===== src/design/erp_pkg.sv =====
package erp_pkg;

    localparam int unsigned MAX_STEPS = 16;
    localparam int unsigned STEP_W    = 5;
    localparam int unsigned PAT_W     = 16;
    localparam int unsigned ADDR_W    = $clog2(MAX_STEPS);

    typedef logic [STEP_W-1:0] step_t;
    typedef logic [PAT_W-1:0]  pat_t;
    typedef logic [ADDR_W-1:0] addr_t;

endpackage


===== src/design/erp_req_if.sv =====
interface erp_req_if;
    import erp_pkg::*;

    logic  valid;
    logic  ready;
    step_t step_count;
    step_t hit_count;

    modport source (output valid, output step_count, output hit_count, input ready);
    modport sink   (input valid, input step_count, input hit_count, output ready);
endinterface


===== src/design/erp_rsp_if.sv =====
interface erp_rsp_if;
    import erp_pkg::*;

    logic valid;
    logic ready;
    pat_t pattern;
    logic bad_request;

    modport source (output valid, output pattern, output bad_request, input ready);
    modport sink   (input valid, input pattern, input bad_request, output ready);
endinterface


===== src/design/erp_join.sv =====
module erp_join (
    input  erp_pkg::pat_t head,
    input  erp_pkg::pat_t tail,
    output erp_pkg::pat_t joined
);
    import erp_pkg::*;

    logic [STEP_W-1:0]  len;
    logic [2*PAT_W-1:0] shifted;

    always_comb
    begin
        len = STEP_W'(1);
        for (int i = 0; i < PAT_W; i++)
        begin
            if (tail[i])
            begin
                len = STEP_W'(i + 1);
            end
        end
    end

    assign shifted = {{PAT_W{1'b0}}, head} << len;
    assign joined  = shifted[PAT_W-1:0] | tail;

endmodule


===== src/design/euclidean_rhythm_pattern.sv =====
// Channel | Dir | Payload                        | Transaction
// req     | in  | step_count[4:0], hit_count[4:0] | valid & ready
// rsp     | out | pattern[15:0], bad_request      | valid & ready
//
// One request at a time; req.ready is high only while the sequencer is idle.
// Per request: the table fill writes an entry for each step, the divide finds
// pauses/hits by repeated subtraction, and each group join and each output
// group goes through the one join unit in a read state and a write state.
// Bad requests and zero hits skip the table fill and go straight to done.
// rst_n clears all control state; the group table needs no clearing.
// A result held on a stalled rsp still lets the next request start.
module euclidean_rhythm_pattern (
    input  logic         clk,
    input  logic         rst_n,
    erp_req_if.sink      req,
    erp_rsp_if.source    rsp
);
    import erp_pkg::*;

    typedef enum logic [10:0] {
        S_IDLE    = 11'b000_0000_0001,
        S_INIT    = 11'b000_0000_0010,
        S_DIV     = 11'b000_0000_0100,
        S_SC_RD   = 11'b000_0000_1000,
        S_SC_WR   = 11'b000_0001_0000,
        S_LP_TEST = 11'b000_0010_0000,
        S_LP_RD   = 11'b000_0100_0000,
        S_LP_WR   = 11'b000_1000_0000,
        S_OUT_RD  = 11'b001_0000_0000,
        S_OUT_WR  = 11'b010_0000_0000,
        S_DONE    = 11'b100_0000_0000
    } state_t;

    state_t state_reg, state_next;
    step_t  n_reg, n_next;
    step_t  k_reg, k_next;
    step_t  cnt_reg, cnt_next;
    step_t  a_reg, a_next;
    step_t  b_reg, b_next;
    step_t  ga_reg, ga_next;
    step_t  gb_reg, gb_next;
    step_t  per_reg, per_next;
    step_t  rem_reg, rem_next;
    pat_t   acc_reg, acc_next;
    logic   bad_reg, bad_next;

    logic   rsp_valid_reg, rsp_valid_next;
    pat_t   pat_out_reg;
    logic   bad_out_reg;
    logic   load_out;

    pat_t   grp_mem [MAX_STEPS];
    logic   mem_we;
    addr_t  mem_waddr;
    pat_t   mem_wdata;
    logic   mem_re;
    addr_t  raddr_x;
    addr_t  raddr_y;
    pat_t   rd_x_reg;
    pat_t   rd_y_reg;

    step_t  n_sat;
    step_t  lim;
    step_t  tail_sc;
    step_t  tail_lp;
    pat_t   join_head;
    pat_t   join_tail;
    pat_t   join_out;

    assign n_sat   = (req.step_count > STEP_W'(MAX_STEPS)) ? STEP_W'(MAX_STEPS)
                                                           : req.step_count;
    assign lim     = (ga_reg > gb_reg) ? gb_reg : ga_reg;
    assign tail_sc = cnt_reg - STEP_W'(1) - b_reg;
    assign tail_lp = cnt_reg - STEP_W'(1) - a_reg;

    assign join_head = (state_reg == S_OUT_WR) ? acc_reg  : rd_x_reg;
    assign join_tail = (state_reg == S_OUT_WR) ? rd_x_reg : rd_y_reg;

    erp_join u_join (
        .head   (join_head),
        .tail   (join_tail),
        .joined (join_out)
    );

    assign req.ready       = (state_reg == S_IDLE);
    assign rsp.valid       = rsp_valid_reg;
    assign rsp.pattern     = pat_out_reg;
    assign rsp.bad_request = bad_out_reg;
    assign load_out        = (state_reg == S_DONE) && (!rsp_valid_reg || rsp.ready);

    always_comb
    begin
        state_next = state_reg;
        n_next     = n_reg;
        k_next     = k_reg;
        cnt_next   = cnt_reg;
        a_next     = a_reg;
        b_next     = b_reg;
        ga_next    = ga_reg;
        gb_next    = gb_reg;
        per_next   = per_reg;
        rem_next   = rem_reg;
        acc_next   = acc_reg;
        bad_next   = bad_reg;
        mem_we     = 1'b0;
        mem_waddr  = a_reg[ADDR_W-1:0];
        mem_wdata  = join_out;
        mem_re     = 1'b0;
        raddr_x    = a_reg[ADDR_W-1:0];
        raddr_y    = tail_lp[ADDR_W-1:0];

        case (state_reg)
            S_IDLE:
            begin
                if (req.valid)
                begin
                    n_next   = n_sat;
                    k_next   = req.hit_count;
                    acc_next = '0;
                    a_next   = '0;
                    if (req.hit_count > n_sat)
                    begin
                        bad_next   = 1'b1;
                        state_next = S_DONE;
                    end
                    else if (req.hit_count == '0)
                    begin
                        bad_next   = 1'b0;
                        state_next = S_DONE;
                    end
                    else
                    begin
                        bad_next   = 1'b0;
                        state_next = S_INIT;
                    end
                end
            end

            S_INIT:
            begin
                mem_we    = 1'b1;
                mem_wdata = (a_reg < k_reg) ? PAT_W'(1) : '0;
                a_next    = a_reg + STEP_W'(1);
                if (a_reg == n_reg - STEP_W'(1))
                begin
                    rem_next   = n_reg - k_reg;
                    per_next   = '0;
                    state_next = S_DIV;
                end
            end

            S_DIV:
            begin
                if (rem_reg >= k_reg)
                begin
                    rem_next = rem_reg - k_reg;
                    per_next = per_reg + STEP_W'(1);
                end
                else
                begin
                    a_next   = '0;
                    b_next   = '0;
                    cnt_next = n_reg;
                    ga_next  = k_reg;
                    gb_next  = n_reg - k_reg;
                    if ((per_reg != '0) && (rem_reg < STEP_W'(2)))
                    begin
                        state_next = S_SC_RD;
                    end
                    else
                    begin
                        state_next = S_LP_TEST;
                    end
                end
            end

            S_SC_RD:
            begin
                if (a_reg == k_reg)
                begin
                    a_next     = '0;
                    acc_next   = '0;
                    state_next = S_OUT_RD;
                end
                else
                begin
                    mem_re     = 1'b1;
                    raddr_y    = tail_sc[ADDR_W-1:0];
                    state_next = S_SC_WR;
                end
            end

            S_SC_WR:
            begin
                mem_we = 1'b1;
                if (b_reg == per_reg - STEP_W'(1))
                begin
                    b_next   = '0;
                    a_next   = a_reg + STEP_W'(1);
                    cnt_next = cnt_reg - per_reg;
                end
                else
                begin
                    b_next = b_reg + STEP_W'(1);
                end
                state_next = S_SC_RD;
            end

            S_LP_TEST:
            begin
                a_next = '0;
                if (gb_reg > STEP_W'(1))
                begin
                    state_next = S_LP_RD;
                end
                else
                begin
                    acc_next   = '0;
                    state_next = S_OUT_RD;
                end
            end

            S_LP_RD:
            begin
                mem_re     = 1'b1;
                state_next = S_LP_WR;
            end

            S_LP_WR:
            begin
                mem_we = 1'b1;
                if (a_reg == lim - STEP_W'(1))
                begin
                    cnt_next = cnt_reg - lim;
                    if (ga_reg > gb_reg)
                    begin
                        ga_next = gb_reg;
                        gb_next = ga_reg - gb_reg;
                    end
                    else if (gb_reg > ga_reg)
                    begin
                        gb_next = gb_reg - ga_reg;
                    end
                    else
                    begin
                        gb_next = '0;
                    end
                    state_next = S_LP_TEST;
                end
                else
                begin
                    a_next     = a_reg + STEP_W'(1);
                    state_next = S_LP_RD;
                end
            end

            S_OUT_RD:
            begin
                if (a_reg == cnt_reg)
                begin
                    state_next = S_DONE;
                end
                else
                begin
                    mem_re     = 1'b1;
                    state_next = S_OUT_WR;
                end
            end

            S_OUT_WR:
            begin
                acc_next   = join_out;
                a_next     = a_reg + STEP_W'(1);
                state_next = S_OUT_RD;
            end

            S_DONE:
            begin
                if (load_out)
                begin
                    state_next = S_IDLE;
                end
            end

            default:
            begin
                state_next = S_IDLE;
            end
        endcase
    end

    always_comb
    begin
        rsp_valid_next = rsp_valid_reg;
        if (rsp_valid_reg && rsp.ready)
        begin
            rsp_valid_next = 1'b0;
        end
        if (load_out)
        begin
            rsp_valid_next = 1'b1;
        end
    end

    always_ff @(posedge clk or negedge rst_n)
    begin
        if (!rst_n)
        begin
            state_reg     <= S_IDLE;
            rsp_valid_reg <= 1'b0;
            n_reg         <= '0;
            k_reg         <= '0;
            cnt_reg       <= '0;
            a_reg         <= '0;
            b_reg         <= '0;
            ga_reg        <= '0;
            gb_reg        <= '0;
            per_reg       <= '0;
            rem_reg       <= '0;
            bad_reg       <= 1'b0;
        end
        else
        begin
            state_reg     <= state_next;
            rsp_valid_reg <= rsp_valid_next;
            n_reg         <= n_next;
            k_reg         <= k_next;
            cnt_reg       <= cnt_next;
            a_reg         <= a_next;
            b_reg         <= b_next;
            ga_reg        <= ga_next;
            gb_reg        <= gb_next;
            per_reg       <= per_next;
            rem_reg       <= rem_next;
            bad_reg       <= bad_next;
        end
    end

    always_ff @(posedge clk)
    begin
        acc_reg <= acc_next;
        if (load_out)
        begin
            pat_out_reg <= acc_reg;
            bad_out_reg <= bad_reg;
        end
    end

    always_ff @(posedge clk)
    begin
        if (mem_we)
        begin
            grp_mem[mem_waddr] <= mem_wdata;
        end
        if (mem_re)
        begin
            rd_x_reg <= grp_mem[raddr_x];
            rd_y_reg <= grp_mem[raddr_y];
        end
    end

    a_bad_zero: assert property (@(posedge clk) disable iff (!rst_n)
        rsp.valid && rsp.bad_request |-> rsp.pattern == '0)
        else $error("bad request with nonzero pattern");

    a_bad_fast: assert property (@(posedge clk) disable iff (!rst_n)
        req.valid && req.ready && (req.hit_count > n_sat) |=> state_reg == S_DONE)
        else $error("bad request did not finish at once");

    a_group_sum: assert property (@(posedge clk) disable iff (!rst_n)
        state_reg == S_LP_RD |->
            ({1'b0, ga_reg} + {1'b0, gb_reg}) == {1'b0, cnt_reg})
        else $error("group counts lost track of table size");

    a_cnt_range: assert property (@(posedge clk) disable iff (!rst_n)
        state_reg == S_OUT_RD |-> cnt_reg <= STEP_W'(MAX_STEPS))
        else $error("group count exceeds table");

endmodule

===== src/flat_wrapper.sv =====
// flat-port wrapper written by rule: the top's interface ports become plain ports
module euclidean_rhythm_pattern_flat import erp_pkg::*;
  (clk, rst_n, req_valid, req_step_count, req_hit_count, req_ready, rsp_valid, rsp_pattern, rsp_bad_request, rsp_ready);
  erp_req_if req_i ();
  erp_rsp_if rsp_i ();
  input  logic clk;
  input  logic rst_n;
  input wire logic [$bits(req_i.valid)-1:0] req_valid;
  input wire logic [$bits(req_i.step_count)-1:0] req_step_count;
  input wire logic [$bits(req_i.hit_count)-1:0] req_hit_count;
  output wire logic [$bits(req_i.ready)-1:0] req_ready;
  output wire logic [$bits(rsp_i.valid)-1:0] rsp_valid;
  output wire logic [$bits(rsp_i.pattern)-1:0] rsp_pattern;
  output wire logic [$bits(rsp_i.bad_request)-1:0] rsp_bad_request;
  input wire logic [$bits(rsp_i.ready)-1:0] rsp_ready;
  assign req_i.valid = req_valid;
  assign req_i.step_count = req_step_count;
  assign req_i.hit_count = req_hit_count;
  assign req_ready = req_i.ready;
  assign rsp_valid = rsp_i.valid;
  assign rsp_pattern = rsp_i.pattern;
  assign rsp_bad_request = rsp_i.bad_request;
  assign rsp_i.ready = rsp_ready;
  euclidean_rhythm_pattern u_core (.clk(clk), .rst_n(rst_n), .req(req_i), .rsp(rsp_i));
endmodule

===== config.mk =====
export PLATFORM = sky130hd
export DESIGN_NAME = euclidean_rhythm_pattern_flat
export DESIGN_NICKNAME = d
export VERILOG_FILES = /design/src/design/erp_pkg.sv /design/src/design/erp_req_if.sv /design/src/design/erp_rsp_if.sv /design/src/design/erp_join.sv /design/src/design/euclidean_rhythm_pattern.sv /design/src/flat_wrapper.sv
export SDC_FILE = /design/constraint.sdc
export NUM_CORES = 1
export LEC_CHECK = 0
export BUFFER_PORTS_ARGS = -buffer_cell sky130_fd_sc_hd__buf_2
export CORE_ASPECT_RATIO = 1.1
export CORE_MARGIN = 2
export CORE_UTILIZATION = 50
export CTS_BUF_LIST = sky130_fd_sc_hd__clkbuf_2
export CTS_CLUSTER_SIZE = 30
export DETAILED_ROUTE_END_ITERATION = 8
export PLACE_DENSITY = 0.72
export SYNTH_ARGS = -nofsm -noshare
export SYNTH_HDL_FRONTEND = slang
export SYNTH_SLANG_ARGS = --single-unit

===== constraint.sdc =====
create_clock -name clk -period 3.9 [get_ports clk]
set_clock_uncertainty 0.15 [all_clocks]
set_input_delay 0.585 -clock clk [delete_from_list [all_inputs] [get_ports clk]]
set_output_delay 0.585 -clock clk [all_outputs]
set_load 0.02 [all_outputs]

==> results.md <==
* Gr busiest metal: met2
* Drc violations at 0
* TNS Setup at 0 ps
* Final period util at 96.8%
* Count of clock tree sinks at 379
* First-pass GRT wire length at 85.7 mm
* Max FFs per register at 256
* Complex-gate fraction of the synthesized area at 8.64%
* Critical Path AT at 4410 ps
* Worst reg2reg path depth at 12
* Top reg by flops: u_core.grp_mem
* HP Class: in2reg
* Wire per inst at 24.8 µm
* PnR Total Power at 7150 µW
* Post-synth top area cell: edfxtp_1
* Drt via density at 6.28
* Crit-path cells: nor3_4, buf_4, nand2_1, nor3_2, nand3_1, buf_4, o211a_1, nor2_4, mux2_2, mux2i_1, a221oi_2, buf_4
* Synth area leaders: edfxtp_1 (47%), mux4_2 (16%), dfrtp_1 (6.9%), mux2i_1 (4.4%), ha_1 (3.0%)
* Crit-path max FO at 16
* Die area at 0.0428 mm²
* Root buffer cell: clkbuf_2
* P_leak at 0.00735 µW
* Share of the synthesized area in the top cell type at 46.8%
* Row cnt at 77
* Placer Congestion at 0.901
* Vias in the first global route at 14400
* Clock slew at reported path FFs at 110 ps
* XOR/XNOR share of the synthesized area at 1.74%
* IR drop worst, VDD at 0.195 mV
* Final hold vios at 0
* Post-synthesis sequential area ratio at 53.9%
* RSZ-0062 raised after global routing: true
* Die W at 197 µm
* TritonCTS clock tree: done
* Clock Path Buffers at 3
* Met2 Usage GRT at 43.5%
* Worst-Skew Late Latency at 1130 ps
* Share of layout cells above drive strength 1 at 32.3%
* Grt met1 use at 36.4%
* Required time worst endpoint at 4540 ps
* Met3 track demand over resource at 5.38%
* Initial Util at 51.0%
* Reg2Reg Setup Slack at 120 ps
* Nets at 1761
* Pre-antenna DRT Iters at 7
* Tightest Pin Transition at 1060 ps
* I/O Pins at 33
* Crit path kind: reg2reg
* IO Port Bufs at 32
* Synthesized Nets at 1522
* Core Area at 0.0404 mm²
* Largest net degree at the start of global routing at 70
* Adder-cell share of the synthesized area at 3.66%
* CP startpoint: u_core.state_reg[10]
* Syn. warnings at 0
* Status: complete, no violations
* Total GRT Usage at 26.9%
* Post-route antenna net violation count at 0
* Final WL at 56.5 mm
* Endpoints failing setup at 0
* Most frequent CP cell: buf_4
* #FFs+latches synth at 379
* Synth Area in Simple Gates at 7.96%
* Setup crit end: u_core.grp_mem[8][15]
* Vert. Die Dim at 217 µm
* Largest family of logic cells by synthesized area: multiplexers
* Area Overhead vs Synth at 15.0%
* CTS H-tree depth at 3
* Critical-path top delay cell: dfrtp_1
* Fill cells at 3161
* Synth unique cells at 90
* Minimum clock period at 3780 ps
* Drt initial violations at 1160
* Multi-input logic area at 0.00913 mm²
* Crit. End Element: flip-flop
* Fmax achieved at 265 MHz
* Post-synth top cells: edfxtp_1 (321), mux4_2 (144), nand2_1 (91), mux2i_1 (90), nor2_1 (85)
* Rel. slew slack at 29.0%
* Pins Over Slew Limit at 0
* WHS Path Cells at 4
* Avg Inst Size Synth at 14.2 µm²
* Gr ovfl total at 0
* Initial antenna violation count at 2
* Worst r2r dst: u_core.grp_mem[8][15]
* Worst setup SP type: flip-flop
* Synth Flop Type: edfxtp_1
* Max Cap Viol at 0
* Sequential cell area at 0.0111 mm²
* TritonCTS buffer count at 95
* Mapped Cells at 1452
* Mapped cell area at 0.0206 mm²
* FFs w/ async S/R, synth at 15.3%
* Max incr delay on CP at 500 ps
* Power per Cell Area at 302 mW/mm²
* Cell with the most instances after synthesis: edfxtp_1
* Mux contribution to synthesized area at 21.4%
* Via Count at 14300
* Final HPWL DP at 38.7 mm
* Reg2reg start: u_core.state_reg[10]
* Post-synth EDFFs at 321
[how the worst min path moves through the flow]
stage                       from               endpoint  slack [ps]
2_1_floorplan              rst_n        u_core.a_reg[0]         140
3_3_place_gp   u_core.acc_reg[1]  u_core.rsp.pattern[1]         290
3_5_place_dp   u_core.acc_reg[4]  u_core.rsp.pattern[4]         290
4_1_cts                rsp_ready       u_core.rsp.valid         100
5_1_grt                rsp_ready       u_core.rsp.valid         130
6_report               rsp_ready       u_core.rsp.valid         180
[final cells by class]
type | instances | share of cell area [%]
Tap cell | 513 | 2.71
Clock buffer | 132 | 2.79
Multi-Input combinational cell | 944 | 38.6
Sequential cell | 379 | 46.9
Antenna cell | 4 | 0.0423
Inverter | 59 | 0.936
Timing Repair Buffer | 212 | 7.07
Clock inverter | 32 | 0.957
[metal layers]
layer	vias up	wire, µm
li1	6290	-
met2	690	27500
met5	-	0
met4	0	1640
met3	121	4870
met1	7191	22500
[cells by family (layout without fill, tap and decap cells)]
logic type / after synthesis / in the layout
muxes: 256 / 256
other: 0 / 4
and+or+nand+nor: 332 / 333
DFF: 379 / 379
buffers and inverters: 130 / 435
adders and majority gates: 56 / 56
xor gates and xnor gates: 41 / 41
AOI/OAI and AO/OA: 258 / 258
[power by group]
group / switching [µW] / internal (µW) / leakage [µW]
sequential: 0.0000000000000327 / 4330 / 0.00267
combinational: 30.6 / 26.0 / 0.00402
clock: 1640 / 1120 / 0.000659
[worst max-delay path, delay by kind of cell, from the launching register on]
| family | cells | cell delay (ps) |
|---|---|---|
| AOI/OAI and AO/OA | 2 | 390 |
| buffers and inverters | 3 | 660 |
| DFF | 1 | 500 |
| muxes | 2 | 640 |
| and+or+nand+nor | 5 | 1080 |
[placed cells by master (no fill, tap or decap), drive strengths merged, types with 13 or more instances in the layout]
cell type    instances
nor2                87
nor4                13
nor2b               16
o211ai              14
nor3                34
and2                13
xnor2               23
edfxtp             321
inv                 60
buf                194
a31oi               20
clkbuf             132
nand3               28
mux4               144
mux2i               91
mux2                21
ha                  49
a21oi               59
a21o                14
clkinv              27
o21ai               59
xor2                18
nand2               92
dlygate4sd3         18
dfrtp               57
[stage by stage]
step / cell area (µm²) / cells / hold WS (ps) / utilization [%] / setup WS (ps)
6_report: 23700 / 2275 / 183 / 58.6 / 124
5_1_grt: 23700 / 2275 / 126 / 58.6 / -114
4_1_cts: 23500 / 2264 / 102 / 58.2 / 49.6
3_5_place_dp: 22400 / 2081 / 292 / 55.5 / 62.7
3_3_place_gp: 22400 / 2081 / 293 / 55.5 / 139
2_1_floorplan: 20600 / 1452 / 139 / - / 4.12
[repair_timing]
action	CTS	global route
hold endpoints to repair	78	0
buffers inserted	0	5
setup endpoints to repair	0	145
gates resized for setup	0	27
hold buffers	19	0
No activity file was read; power rests on OpenSTA's default activity.
